--- config.mk ---
export PLATFORM = sky130hd
export DESIGN_NAME = tcf_ctrl
export DESIGN_NICKNAME = d
export VERILOG_FILES = /design/src/rtl/core/tcf_pkg.sv /design/src/rtl/core/tcf_ctrl.sv
export SDC_FILE = /design/constraint.sdc
export NUM_CORES = 1
export LEC_CHECK = 0
export BUFFER_PORTS_ARGS = -buffer_cell sky130_fd_sc_hd__buf_2
export CAP_MARGIN = 20
export CORE_ASPECT_RATIO = 2
export CORE_MARGIN = 2
export CORE_UTILIZATION = 29
export DETAILED_ROUTE_END_ITERATION = 16
export SLEW_MARGIN = 10
export SYNTH_ARGS = -nofsm -noshare
export SYNTH_HDL_FRONTEND = slang
export SYNTH_SLANG_ARGS = --single-unit
export TNS_END_PERCENT = 20
--- constraint.sdc ---
create_clock -name clk -period 2.4 [get_ports clk]
set_input_delay 0.24 -clock clk [delete_from_list [all_inputs] [get_ports clk]]
set_output_delay 0.24 -clock clk [all_outputs]
set_load 0.005 [all_outputs]
--- src/rtl/core/tcf_pkg.sv ---
// ----------------------------------------------------------------------------
// tcf_pkg
// Shared types, sizes and helpers for the two-class oldest-first queue.
// ----------------------------------------------------------------------------
`default_nettype none

package tcf_pkg;

  localparam int CAPACITY = 1024;
  localparam int TAG_BITS = 16;
  localparam int PTR_W    = $clog2(CAPACITY);
  localparam int CNT_W    = $clog2(CAPACITY + 1);
  localparam int SUM_W    = CNT_W + 1;
  localparam int OP_W     = 2;
  localparam int TAG_W    = 16;

  typedef enum logic [OP_W-1:0] {
    OP_ENQ     = 2'd0,
    OP_DEQ_ANY = 2'd1,
    OP_DEQ_DOG = 2'd2,
    OP_DEQ_CAT = 2'd3
  } op_t;

  typedef struct packed {
    logic                we;
    logic [PTR_W-1:0]    waddr;
    logic [TAG_BITS-1:0] wdata;
    logic                re;
    logic [PTR_W-1:0]    raddr;
  } mem_req_t;

  typedef struct packed {
    logic [CNT_W-1:0] cat_count;
    logic [CNT_W-1:0] dog_count;
    logic             busy;
  } status_t;

  function automatic logic [PTR_W-1:0] ring_next(input logic [PTR_W-1:0] p);
    logic [PTR_W-1:0] r;
    r = (p == PTR_W'(CAPACITY - 1)) ? '0 : p + PTR_W'(1);
    return r;
  endfunction

endpackage

`default_nettype wire

--- src/rtl/core/tcf_ctrl.sv ---
// ----------------------------------------------------------------------------
// tcf_ctrl
// Queue pointers, shared-capacity check, head selection and result register.
// ----------------------------------------------------------------------------
`default_nettype none

module tcf_ctrl (
  input  wire logic                         clk,
  input  wire logic                         rst_n,
  input  wire logic                         in_valid,
  output      logic                         in_ready,
  input  wire logic [tcf_pkg::OP_W-1:0]     in_op,
  input  wire logic [tcf_pkg::TAG_W-1:0]    in_tag,
  input  wire logic                         in_kind,
  output      tcf_pkg::mem_req_t            cat_req,
  output      tcf_pkg::mem_req_t            dog_req,
  input  wire logic [tcf_pkg::TAG_BITS-1:0] cat_rdata,
  input  wire logic [tcf_pkg::TAG_BITS-1:0] dog_rdata,
  output      logic                         out_valid,
  input  wire logic                         out_ready,
  output      logic                         out_found,
  output      logic [tcf_pkg::TAG_W-1:0]    out_tag,
  output      logic                         out_kind,
  output      tcf_pkg::status_t             status
);

  typedef enum logic {ST_IDLE, ST_READ} state_t;

  state_t                        state_r, state_nxt;
  tcf_pkg::op_t                  op_r, op_nxt;
  logic [tcf_pkg::PTR_W-1:0]     cat_head_r, cat_head_nxt, cat_tail_r, cat_tail_nxt;
  logic [tcf_pkg::PTR_W-1:0]     dog_head_r, dog_head_nxt, dog_tail_r, dog_tail_nxt;
  logic [tcf_pkg::CNT_W-1:0]     cat_cnt_r, cat_cnt_nxt, dog_cnt_r, dog_cnt_nxt;
  logic                          out_valid_r, out_valid_nxt;
  logic                          out_found_r, out_found_nxt;
  logic [tcf_pkg::TAG_W-1:0]     out_tag_r, out_tag_nxt;
  logic                          out_kind_r, out_kind_nxt;

  logic                          acc;
  logic                          full;
  logic                          cat_ne, dog_ne;
  logic                          pick_dog;
  logic                          out_free;
  logic [tcf_pkg::TAG_BITS-1:0]  wtag;

  assign in_ready = (state_r == ST_IDLE);
  assign acc      = in_valid && in_ready;
  assign full     = (tcf_pkg::SUM_W'(cat_cnt_r) + tcf_pkg::SUM_W'(dog_cnt_r))
                    >= tcf_pkg::SUM_W'(tcf_pkg::CAPACITY);
  assign cat_ne   = (cat_cnt_r != '0);
  assign dog_ne   = (dog_cnt_r != '0);
  assign out_free = !out_valid_r || out_ready;
  assign wtag     = tcf_pkg::TAG_BITS'(in_tag);

  always_comb begin
    case (op_r)
      tcf_pkg::OP_DEQ_DOG: pick_dog = 1'b1;
      tcf_pkg::OP_DEQ_CAT: pick_dog = 1'b0;
      tcf_pkg::OP_DEQ_ANY: pick_dog = (cat_ne && dog_ne) ? !(cat_rdata < dog_rdata) : !cat_ne;
      default:             pick_dog = 1'b0;
    endcase
  end

  always_comb begin
    state_nxt     = state_r;
    op_nxt        = op_r;
    cat_head_nxt  = cat_head_r;
    cat_tail_nxt  = cat_tail_r;
    cat_cnt_nxt   = cat_cnt_r;
    dog_head_nxt  = dog_head_r;
    dog_tail_nxt  = dog_tail_r;
    dog_cnt_nxt   = dog_cnt_r;
    out_valid_nxt = out_valid_r && !out_ready;
    out_found_nxt = out_found_r;
    out_tag_nxt   = out_tag_r;
    out_kind_nxt  = out_kind_r;

    cat_req       = '{we: 1'b0, waddr: cat_tail_r, wdata: wtag, re: 1'b0, raddr: cat_head_r};
    dog_req       = '{we: 1'b0, waddr: dog_tail_r, wdata: wtag, re: 1'b0, raddr: dog_head_r};

    case (state_r)
      ST_IDLE: begin
        if (acc) begin
          if (in_op == tcf_pkg::OP_ENQ) begin
            if (!full) begin
              if (in_kind) begin
                dog_req.we   = 1'b1;
                dog_tail_nxt = tcf_pkg::ring_next(dog_tail_r);
                dog_cnt_nxt  = dog_cnt_r + tcf_pkg::CNT_W'(1);
              end else begin
                cat_req.we   = 1'b1;
                cat_tail_nxt = tcf_pkg::ring_next(cat_tail_r);
                cat_cnt_nxt  = cat_cnt_r + tcf_pkg::CNT_W'(1);
              end
            end
          end else begin
            cat_req.re = 1'b1;
            dog_req.re = 1'b1;
            op_nxt     = tcf_pkg::op_t'(in_op);
            state_nxt  = ST_READ;
          end
        end
      end
      ST_READ: begin
        if (out_free) begin
          out_valid_nxt = 1'b1;
          state_nxt     = ST_IDLE;
          if (pick_dog && dog_ne) begin
            out_found_nxt = 1'b1;
            out_tag_nxt   = tcf_pkg::TAG_W'(dog_rdata);
            out_kind_nxt  = 1'b1;
            dog_head_nxt  = tcf_pkg::ring_next(dog_head_r);
            dog_cnt_nxt   = dog_cnt_r - tcf_pkg::CNT_W'(1);
          end else if (!pick_dog && cat_ne) begin
            out_found_nxt = 1'b1;
            out_tag_nxt   = tcf_pkg::TAG_W'(cat_rdata);
            out_kind_nxt  = 1'b0;
            cat_head_nxt  = tcf_pkg::ring_next(cat_head_r);
            cat_cnt_nxt   = cat_cnt_r - tcf_pkg::CNT_W'(1);
          end else begin
            out_found_nxt = 1'b0;
            out_tag_nxt   = '0;
            out_kind_nxt  = 1'b0;
          end
        end
      end
      default: state_nxt = ST_IDLE;
    endcase
  end

  always_ff @(posedge clk) begin
    if (!rst_n) begin
      state_r     <= ST_IDLE;
      op_r        <= tcf_pkg::OP_ENQ;
      cat_head_r  <= '0;
      cat_tail_r  <= '0;
      cat_cnt_r   <= '0;
      dog_head_r  <= '0;
      dog_tail_r  <= '0;
      dog_cnt_r   <= '0;
      out_valid_r <= 1'b0;
    end else begin
      state_r     <= state_nxt;
      op_r        <= op_nxt;
      cat_head_r  <= cat_head_nxt;
      cat_tail_r  <= cat_tail_nxt;
      cat_cnt_r   <= cat_cnt_nxt;
      dog_head_r  <= dog_head_nxt;
      dog_tail_r  <= dog_tail_nxt;
      dog_cnt_r   <= dog_cnt_nxt;
      out_valid_r <= out_valid_nxt;
    end
    out_found_r <= out_found_nxt;
    out_tag_r   <= out_tag_nxt;
    out_kind_r  <= out_kind_nxt;
  end

  assign out_valid = out_valid_r;
  assign out_found = out_found_r;
  assign out_tag   = out_tag_r;
  assign out_kind  = out_kind_r;
  assign status    = '{cat_count: cat_cnt_r, dog_count: dog_cnt_r,
                       busy: (state_r == ST_READ)};

endmodule

`default_nettype wire

==> results.yml <==
sta:
  setup_ws_ns: -0.2109
  fin_tns_setup_ns: -3.620
  fin_worst_skew_ns: 0.009608
  relSlewSlack_pct: 69.82
  finalSetupViolCount: 43
  rsz0062_at_grt: "yes"
  max_freq_ghz: 0.3830
  tightest_slew_ns: 0.4507
  hold_viol: 0
  period_share_pct: 108.8
  final_max_slew_viol_count: 0
  fin_crit_ns: 2.611
job:
  cap_viol_max_count: 0
worst_setup_path:
  r2r_end: "dog_tail_r[8]"
  r2r_cells: 11
  max_stage_delay_ns: 0.36
  crit_slowest_cell: "mux2i_4"
  reg2reg_from: "dog_cnt_r[0]"
  cp.required_ns: 2.16
  r2r_slack_ns: -0.16
  path_cells: "ha_4 -> fa_2 -> a21oi_2 -> o21ai_2 -> a211oi_4 -> mux2i_4 -> inv_4 -> buf_6 -> buf_6"
  path_buf_inv: 3
  worst-path-stages: 9
  worstSetupPathType: "flop to output pin"
  crit_family: "compound AO/OA/AOI/OAI gates"
  crit_end: "cat_req[37]"
  critPathLaunch: "dog_cnt_r[0]"
  cpMostUsedCell: "buf_6"
  cp_max_fo: 2
  crit_path_end_kind: "output pin"
  cp-start-kind: "flop"
  crit_arrival_ns: 2.37
synth:
  ys_types: 69
  async_flop_share_pct: 0
  synth_flop_cell: "dfxtp_1"
  ys_seq_elements: 84
  ys_warn_count: 0
  synth.most_common_cell: "dfxtp_1"
  ys_seq_area_share_pct: 33.54
  synthMuxAreaShare_pct: 1.420
  synth_enable_flop_cells: 18
  synth_area_leader_cell: "dfxtp_1"
  syn_area_per_cell_um2: 8.983
  synth_top_area_share_pct: 23.80
  yosys-top-cells-count: "dfxtp_1 (66), nand2_1 (56), nor2_1 (51)"
  synth_xor_area_share_pct: 6.626
  synth.top_cells.by_area: "dfxtp_1 (24%), ha_1 (11%), edfxtp_1 (9.7%), buf_4 (5.0%), xnor2_1 (4.9%)"
  synth_cells: 618
  syn_nets: 726
  netlist_area_mm2: 0.005552
  synth_compound_area_share_pct: 18.05
  synth_top_family_by_area: "simple AND/OR/NAND/NOR gates"
  synthSimpleGateAreaFrac_pct: 19.68
  synthAdderAreaFrac_pct: 12.35
routing:
  dr.pass1.iters: 4
  drt_iter0_drc: 162
  wl_um: 16080
  wire_per_inst_um: 15.27
  ant_nets: 0
  drc: 0
  dr_total_vias: 5181
  routed_via_density: 4.920
hold_path:
  min-delay-path-class: "primary input to flop"
  min_from: "in_op[1]"
placement:
  dp_hpwl_um: 12600
  place.gp.congestion: 0.8807
  port_buffers: 125
  place_area_mm2: 0.006809
final_layout:
  finalNetCount: 900
  fin_area_mm2: 0.007447
  n_fill_cell: 1943
  area.growth.synth_to_final_pct: 34.14
  drive_gt1_share_pct: 37.14
floorplan:
  core_mm2: 0.01883
  fp.dieArea_mm2: 0.02033
  die_h_um: 199.7
  initial_core_util_pct: 29.48
  io_pins: 174
  rows: 71
  dieWidth_um: 101.8
status:
  status: "finished, violations left"
  violations: "negative setup slack"
power_and_ir_drop:
  p_total_uw: 3616
  ir_drop_v: 0.0002592
  leakage_uw: 0.003388
  p_per_area_mw_per_mm2: 485.6
global_routing:
  grt_pass1_wl_um: 24900
  grtUsageMet1_pct: 14.99
  gr-total-overflow: 0
  gr-max-usage-layer: "met2"
  grt_use_met3_pct: 2.448
  track_usage_pct: 15.90
  antenna_found_initial: 1
  grt_pass1_vias: 5153
  grt_max_degree: 30
  globalRouteMet2Util_pct: 30.70
cts:
  htree_levels: 3
  clock_sinks: 84
  path_clk_slew_ns: 0.07
  cts.path.max_buffers: 2
  cts_inserted_buffers: 9
  clk_latency_ns: 0.35
  cts_root_buffer: "clkbuf_16"
  cts_tree: "built"
## worst min-delay path, stage by stage
cell     delay, ns
buf_2         0.12
nand2_1       0.07
a21oi_1       0.06
## layout make-up
type	count	area (µm²)	share of cell area (%)
Multi-Input combinational cell	453	3537	47.50
Sequential cell	84	1873	25.15
Timing Repair Buffer	208	1321	17.74
Tap cell	255	319.1	4.284
Clock buffer	12	236.5	3.175
Inverter	36	137.6	1.848
Clock inverter	4	20.02	0.2688
Antenna cell	1	2.502	0.03360
## kinds of logic (layout without fill, tap and decap cells)
kind of cell,Yosys count,in the layout
multiplexers,7,7
other,0,1
buffers and inverters,83,260
AO/OA/AOI/OAI,137,139
flip-flops,84,84
XOR/XNOR,42,42
adder cells (fa/ha/maj),53,53
AND/OR/NAND/NOR,212,212
## worst min path at each step
stage / slack [ns] / endpoint / cells past startpoint
finish: 0.19 / op_r[1] / 3
global route: 0.19 / op_r[1] / 3
CTS: 0.17 / op_r[1] / 3
detailed placement: 0.47 / op_r[1] / 2
global placement: 0.47 / op_r[0] / 2
floorplan: 0.40 / op_r[0] / 2
## power breakdown
part	internal, µW	switching, µW
Clock	695	567
Combinational	377	444
Sequential	1510	25.7
## registers in the layout, summed over array words and instances (netlist names)
name	cells
out_valid	1
cat_head_r	10
out_tag	16
cat_cnt_r	11
out_found	1
op_r	2
dog_head_r	10
dog_tail_r	10
cat_tail_r	10
out_kind	1
dog_cnt_r	11
state_r	1
## repair_timing
| action | in CTS | in global routing |
|---|---|---|
| endpoints found under the setup margin | 46 | 65 |
| buffers inserted | 6 | 3 |
| cloned | 0 | 2 |
| resized for setup | 36 | 35 |
| endpoints found under the hold margin | 0 | 0 |
| hold buffers | 0 | 0 |
| pin swaps | 20 | 12 |
## layout by cell type, fill, tap and decap left out, types with 13 or more instances in the layout
cell type  netlist  layout
buf_2            2     124
buf_4           37      70
dfxtp_1         66      59
nand2_1         56      53
nor2_1          51      48
ha_1            50      48
inv_1           34      34
xnor2_1         31      30
a21oi_1         32      27
nand3_1         20      19
edfxtp_1        18      18
a22o_1          16      16
nor3_1          17      15
and3_1          13      13
## per-layer routing
layer	vias to the layer above	wire length, µm
met4	0	865
li1	2546	-
met3	51	802
met2	148	8817
met5	-	0
met1	2436	5591
## per-stage QoR
stage	instances	hold WS (ns)	util, %	setup slack, ns
4_1_cts	1047	0.1703	38.52	-0.2378
3_3_place_gp	1026	0.4689	36.15	-0.1672
6_report	1053	0.1904	39.54	-0.2109
5_1_grt	1053	0.1878	39.54	-0.3094
2_1_floorplan	618	0.3986	-	-0.08747
3_5_place_dp	1026	0.4707	36.15	-0.1918
No activity file was read; power rests on OpenSTA's default activity.
